## src/hdl/dua_pkg.sv

```systemverilog
// dedup uncertainty accumulator: shared types and constants
// item and result structs, sequencer states, bin map sizing
// no dependencies
`default_nettype none

package dua_pkg;

	localparam int BIN_COUNT = 256;

	// the 8-bit index cannot address more than 256 marks
	localparam int SEEN_DEPTH = (BIN_COUNT < 256) ? BIN_COUNT : 256;
	localparam int SEEN_AW    = $clog2(SEEN_DEPTH);

	localparam int SQ_W   = 56;
	localparam int ROOT_W = 28;
	localparam int PROD_W = 48;

	typedef struct packed {
		logic [7:0]  bin_index;
		logic [23:0] bin_yield;
		logic [23:0] stat_down;
		logic [23:0] stat_upward;
		logic [23:0] syst_down;
		logic [23:0] syst_upward;
	} in_item_t;

	typedef struct packed {
		logic        was_duplicate;
		logic [31:0] yield_total;
		logic [27:0] stat_down_total;
		logic [27:0] stat_up_total;
		logic [31:0] syst_down_total;
		logic [31:0] syst_up_total;
	} out_item_t;

	typedef enum logic [2:0] {
		ST_IDLE,
		ST_CHECK,
		ST_SQ_DN,
		ST_SQ_UP,
		ST_SQ_ACC,
		ST_ROOT_INIT,
		ST_ROOT,
		ST_OUT
	} state_t;

endpackage

`default_nettype wire

```

## src/hdl/dedup_uncertainty_accumulator.sv

```systemverilog
// dedup uncertainty accumulator top level
// depends on dua_pkg for item types, states and bin map sizing
//
// usage: one item (bin index, yield, four uncertainties) enters on item /
// item_valid / item_stall, one result leaves on result / result_valid /
// result_stall for every item. an item is taken at a rising edge with
// valid high and stall low.
// a bin index already seen, or not below BIN_COUNT, is ignored and flagged
// in was_duplicate; the result then carries the unchanged totals and is
// registered from the output state, right after the check state.
// a new bin updates the linear sums, squares both statistical errors on
// one shared 24x24 multiplier (square-down and square-up states) and runs a
// restoring square root on both square sums, two bits of the sum per cycle;
// the result is registered from the output state once the root is done. in
// both cases the next item is taken only once the sequencer is back in idle.
// item_stall is high while an item is in work. a finished result sits in
// an output register, so the next item is taken while it waits; if the
// receiver stalls, the sequencer holds its next result until it drains.
// reset clears all bin marks, sums and roots at once, no clearing pass.
`default_nettype none

module dedup_uncertainty_accumulator
	import dua_pkg::*;
(
	input  wire logic      clk,
	input  wire logic      arst_n,
	input  wire logic      item_valid,
	output logic           item_stall,
	input  wire in_item_t  item,
	output logic           result_valid,
	input  wire logic      result_stall,
	output out_item_t      result
);

	state_t state_q, state_d;

	in_item_t item_q;
	logic     dup_q;

	logic [SEEN_DEPTH-1:0] seen_q;

	logic [31:0]     yield_sum_q;
	logic [31:0]     syst_dn_sum_q;
	logic [31:0]     syst_up_sum_q;
	logic [SQ_W-1:0] sq_dn_q;
	logic [SQ_W-1:0] sq_up_q;
	logic [PROD_W-1:0] prod_q;

	logic [ROOT_W-1:0] root_dn_q;
	logic [ROOT_W-1:0] root_up_q;

	// shared root iteration registers, two lanes
	logic [SQ_W-1:0] rem_dn_q, rem_up_q;
	logic [SQ_W-1:0] res_dn_q, res_up_q;
	logic [SQ_W-1:0] bit_q;

	logic            result_valid_q;
	out_item_t       result_q;

	logic            in_range;
	logic            is_dup;
	logic [SEEN_AW-1:0] seen_idx;
	logic            out_free;
	logic [23:0]     mul_op;

	logic [SQ_W-1:0] trial_dn, trial_up;
	logic            ge_dn, ge_up;
	logic [SQ_W-1:0] rem_dn_nx, rem_up_nx;
	logic [SQ_W-1:0] res_dn_nx, res_up_nx;

	assign in_range = ({24'd0, item_q.bin_index} < 32'(BIN_COUNT));
	assign seen_idx = item_q.bin_index[SEEN_AW-1:0];
	assign is_dup   = !in_range || seen_q[seen_idx];
	assign out_free = !result_valid_q || !result_stall;
	assign mul_op   = (state_q == ST_SQ_DN) ? item_q.stat_down : item_q.stat_upward;

	always_comb begin
		trial_dn  = res_dn_q + bit_q;
		trial_up  = res_up_q + bit_q;
		ge_dn     = (rem_dn_q >= trial_dn);
		ge_up     = (rem_up_q >= trial_up);
		rem_dn_nx = ge_dn ? (rem_dn_q - trial_dn) : rem_dn_q;
		rem_up_nx = ge_up ? (rem_up_q - trial_up) : rem_up_q;
		res_dn_nx = ge_dn ? ((res_dn_q >> 1) + bit_q) : (res_dn_q >> 1);
		res_up_nx = ge_up ? ((res_up_q >> 1) + bit_q) : (res_up_q >> 1);
	end

	// sequencer
	always_ff @(posedge clk or negedge arst_n) begin
		if (!arst_n) begin
			state_q <= ST_IDLE;
		end else begin
			state_q <= state_d;
		end
	end

	always_comb begin
		state_d    = state_q;
		item_stall = (state_q != ST_IDLE);
		unique case (state_q)
			ST_IDLE: begin
				if (item_valid) begin
					state_d = ST_CHECK;
				end
			end
			ST_CHECK: begin
				state_d = is_dup ? ST_OUT : ST_SQ_DN;
			end
			ST_SQ_DN:     state_d = ST_SQ_UP;
			ST_SQ_UP:     state_d = ST_SQ_ACC;
			ST_SQ_ACC:    state_d = ST_ROOT_INIT;
			ST_ROOT_INIT: state_d = ST_ROOT;
			ST_ROOT: begin
				// last step works on the lowest bit
				if (bit_q[0]) begin
					state_d = ST_OUT;
				end
			end
			ST_OUT: begin
				if (out_free) begin
					state_d = ST_IDLE;
				end
			end
			default: state_d = ST_IDLE;
		endcase
	end

	// item capture, multiplier and root iteration, payload only
	always_ff @(posedge clk) begin
		if (state_q == ST_IDLE && item_valid) begin
			item_q <= item;
		end
		if (state_q == ST_CHECK) begin
			dup_q <= is_dup;
		end
		if (state_q == ST_SQ_DN || state_q == ST_SQ_UP) begin
			prod_q <= PROD_W'(mul_op) * PROD_W'(mul_op);
		end
		if (state_q == ST_ROOT_INIT) begin
			rem_dn_q <= sq_dn_q;
			rem_up_q <= sq_up_q;
			res_dn_q <= '0;
			res_up_q <= '0;
			bit_q    <= SQ_W'(1) << (SQ_W - 2);
		end else if (state_q == ST_ROOT) begin
			rem_dn_q <= rem_dn_nx;
			rem_up_q <= rem_up_nx;
			res_dn_q <= res_dn_nx;
			res_up_q <= res_up_nx;
			bit_q    <= bit_q >> 2;
		end
	end

	// accumulated state
	always_ff @(posedge clk or negedge arst_n) begin
		if (!arst_n) begin
			seen_q        <= '0;
			yield_sum_q   <= '0;
			syst_dn_sum_q <= '0;
			syst_up_sum_q <= '0;
			sq_dn_q       <= '0;
			sq_up_q       <= '0;
			root_dn_q     <= '0;
			root_up_q     <= '0;
		end else begin
			if (state_q == ST_CHECK && !is_dup) begin
				seen_q[seen_idx] <= 1'b1;
				yield_sum_q      <= yield_sum_q + {8'd0, item_q.bin_yield};
				syst_dn_sum_q    <= syst_dn_sum_q + {8'd0, item_q.syst_down};
				syst_up_sum_q    <= syst_up_sum_q + {8'd0, item_q.syst_upward};
			end
			if (state_q == ST_SQ_UP) begin
				sq_dn_q <= sq_dn_q + {{(SQ_W - PROD_W){1'b0}}, prod_q};
			end
			if (state_q == ST_SQ_ACC) begin
				sq_up_q <= sq_up_q + {{(SQ_W - PROD_W){1'b0}}, prod_q};
			end
			if (state_q == ST_ROOT && bit_q[0]) begin
				root_dn_q <= res_dn_nx[ROOT_W-1:0];
				root_up_q <= res_up_nx[ROOT_W-1:0];
			end
		end
	end

	// output register
	always_ff @(posedge clk or negedge arst_n) begin
		if (!arst_n) begin
			result_valid_q <= 1'b0;
		end else if (state_q == ST_OUT && out_free) begin
			result_valid_q <= 1'b1;
		end else if (!result_stall) begin
			result_valid_q <= 1'b0;
		end
	end

	always_ff @(posedge clk) begin
		if (state_q == ST_OUT && out_free) begin
			result_q.was_duplicate   <= dup_q;
			result_q.yield_total     <= yield_sum_q;
			result_q.stat_down_total <= root_dn_q;
			result_q.stat_up_total   <= root_up_q;
			result_q.syst_down_total <= syst_dn_sum_q;
			result_q.syst_up_total   <= syst_up_sum_q;
		end
	end

	assign result_valid = result_valid_q;
	assign result       = result_q;

endmodule

`default_nettype wire

```

## config.mk

```make
export PLATFORM = sky130hd
export DESIGN_NAME = dedup_uncertainty_accumulator
export DESIGN_NICKNAME = d
export VERILOG_FILES = /design/src/hdl/dua_pkg.sv /design/src/hdl/dedup_uncertainty_accumulator.sv
export SDC_FILE = /design/constraint.sdc
export NUM_CORES = 2
export LEC_CHECK = 0
export ABC_CLOCK_PERIOD_IN_PS = 15700
export BUFFER_PORTS_ARGS = -buffer_cell sky130_fd_sc_hd__buf_2
export CELL_PAD_IN_SITES_DETAIL_PLACEMENT = 1
export CELL_PAD_IN_SITES_GLOBAL_PLACEMENT = 2
export CORE_MARGIN = 2
export CORE_UTILIZATION = 35
export DETAILED_ROUTE_END_ITERATION = 10
export HOLD_SLACK_MARGIN = 0.03
export PLACE_DENSITY_LB_ADDON = 0.12
export SLEW_MARGIN = 20
export SYNTH_ARGS = -nofsm -noshare
export SYNTH_HDL_FRONTEND = slang
export SYNTH_SLANG_ARGS = --single-unit
```

## constraint.sdc

```tcl
create_clock -name clk -period 15.7 [get_ports clk]
set_input_delay 0.785 -clock clk [delete_from_list [all_inputs] [get_ports clk]]
set_output_delay 0.785 -clock clk [all_outputs]
set_load 0.05 [all_outputs]
```

==> impl_metrics.toml <==
[critical_path]
critPathKind = "flop to flop"
path_max_fanout = 29
crit_required_ns = 16.25
cpMaxStageDelayCell = "mux2i_1"
crit_arrival_ns = 11.29
start_kind = "flop"
r2r-start = "state_q[0]"
cp_common_cell = "fa_1"
worstSetupEndpointType = "flop"
slowest_delay_ns = 0.91
cp-startpoint = "state_q[0]"

[global_route]
grt_overflow_total = 0
first_global_vias = 62420
grt_pass1_wl_mm = 380.3
gr-usage-all-layers = 0.2129
antenna_found_initial = 2
grt_start_max_net_pins = 142

[finish]
areaGrowthSynthToFinish_pct = 11.85
ff_latch_area_um2 = 29160
post-route-util = 0.3939
nFillCells = 24850
fin_area_um2 = 87470
fin_nets = 9097
multi_input_area_um2 = 45280
final_layout_size_suffix_gt1_frac = 0.09843

[sta]
setup_viol = 0
hold_violations = 0
relSlewSlack = 0.3041
skew_ns = 0.03944
max_freq_mhz = 93.07
finalCritPeriodShare = 0.6844
final_max_slew_viol_count = 0
finalCriticalPeriod_ns = 10.75
rsz0062_at_grt = "false"
setup_tns_ns = 0
setup_ws_ns = 4.955
tightest_slew_ns = 1.015

[logic_synthesis]
yosysTopAreaCell = "edfxtp_1"
yosys_warnings = 0
synth-seq-cells = 1105
synth_most_common_cell = "nand2_1"
syn_nets = 8923
seq_area_frac_synth = 0.3728
ys_types = 87
synth_common_cells = "nand2_1 (764), inv_1 (690), ha_1 (569), nor2_1 (535), dfrtp_1 (524)"
syn_inst = 7795
async_flop_share = 0.4742
synth.top_cells.by_area = "edfxtp_1 (17%), dfrtp_1 (17%), fa_1 (11%), ha_1 (9.1%), nand2_1 (3.7%)"
ys_dominant_reg_cell = "dfrtp_1"
synth_top_area_frac = 0.1693
avgSynthCellArea_um2 = 10.03
synthesis.area_um2 = 78210
synth_edf_count = 441

[clock_tree]
h-tree-depth = 4
postCtsHoldBufs = 1
numCtsBuffers = 140
root_buffer = "clkbuf_16"
cts.clk_slew.worst_paths_ns = 0.06
clock_latency_ns = 0.81
clock_tree.buffer_depth = 3
post-cts-setup-buffer-count = 0
ctsResizeCount = 0
cts.sinks = 1105
tritoncts = "done"

[route]
ant_nets = 0
via_per_inst = 5.254
drtIter0Drc = 3070
via_count = 58130
dr.pass1.iters = 5
wirelength_mm = 242.7
wl_per_cell_um = 21.94
drc = 0

[die]
dieWidth_um = 476.7
dieHeight_um = 476.7
die_area_um2 = 227200
core_um2 = 222100
rows = 173
io_pins = 287
start_util = 0.3521

[worst_hold_path]
hold_class = "input pin to flop"
hold_start = "item[0]"

[job]
maxCapViolations = 0

[run_status]
status = "completed"

[placed_design]
place.gp.congestion = 0.8603
dp_hpwl_mm = 184.6
io_buffers = 286
dp_slack_ns = 4.788
dpl_cell_area_um2 = 82760
[layer usage]
metal / global-route usage / share of wire / vias up
li1: - / - / 27710
met1: 0.2940 / 0.48 / 29450
met2: 0.3568 / 0.47 / 718
met3: 0.02174 / 0.026 / 257
met4: 0.05313 / 0.024 / 0
met5: 0 / 0 / -
[registers in the layout, indices dropped and copies added, names as in the netlist]
signal         cells
yield_sum_q       32
sq_dn_q           56
res_dn_q          56
item_q           120
root_dn_q         28
rem_up_q          56
prod_q            47
res_up_q          56
syst_dn_sum_q     32
result           153
state_q            3
syst_up_sum_q     32
dup_q              1
seen_q           256
bit_q             28
root_up_q         28
sq_up_q           56
seen_idx           8
rem_dn_q          56
result_valid       1
[critical path, delay by kind of cell (launching register included)]
kind | cells | cell delay (ns)
AO/OA/AOI/OAI | 9 | 2.71
XOR/XNOR | 1 | 0.07
adder cells (fa/ha/maj) | 9 | 4.22
buffers and inverters | 7 | 1.56
flip-flops | 1 | 0.41
multiplexers | 1 | 0.91
AND/OR/NAND/NOR | 3 | 0.55
[metrics by stage]
| stage | instances | hold slack, ns |
|---|---|---|
| final | 11060 | 0.1440 |
| after CTS | 11060 | 0.06981 |
| after floorplan | 7795 | 0.4003 |
| after global routing | 11060 | 0.08621 |
| after global placement | 10800 | 0.4090 |
| after detailed placement | 10800 | 0.4207 |
[layout by cell type (no fill, tap or decap), types with 246 or more instances in the layout]
master and n:
nand2_1 762, o21ai_0 455, inv_1 690, nor2_1 532, xnor2_1 285, o21bai_1 246
edfxtp_1 441, fa_1 427, a21o_1 291, dfrtp_1 524, ha_1 569, a21oi_1 422
buf_2 285
[cells by family after synthesis]
family / synth area share
buffers and inverters: 0.04980
multiplexers: 0.04197
adder cells (fa/ha/maj): 0.2003
XOR/XNOR: 0.05712
flip-flops: 0.3728
AO/OA/AOI/OAI: 0.1607
AND/OR/NAND/NOR: 0.1172
[path summary, 6_finish.rpt]
check                                  end  depth (start not counted)  slack, ns
hold / removal                   item_q[0]                          1       0.14
hold reg to reg                result[152]                          0       0.43
min in group asynchronous    root_up_q[13]                          2       0.50
max in group asynchronous  yield_sum_q[14]                          5      12.98
setup reg to reg                prod_q[47]                         30       4.95
setup / recovery                prod_q[47]                         30       4.95
[area by class of cell]
cell class / instances / share of cell area
inverter: 697 / 0.02991
tap: 2975 / 0.04255
sequential: 1105 / 0.3333
clock buffer: 200 / 0.04574
multi-input combinational: 5670 / 0.5177
clock inverter: 60 / 0.007824
antenna: 2 / 0.00005722
timing repair buffer: 355 / 0.02290
Power is not shown: default switching activity piles up to over one toggle a cycle in this logic, so the estimate is an artifact.
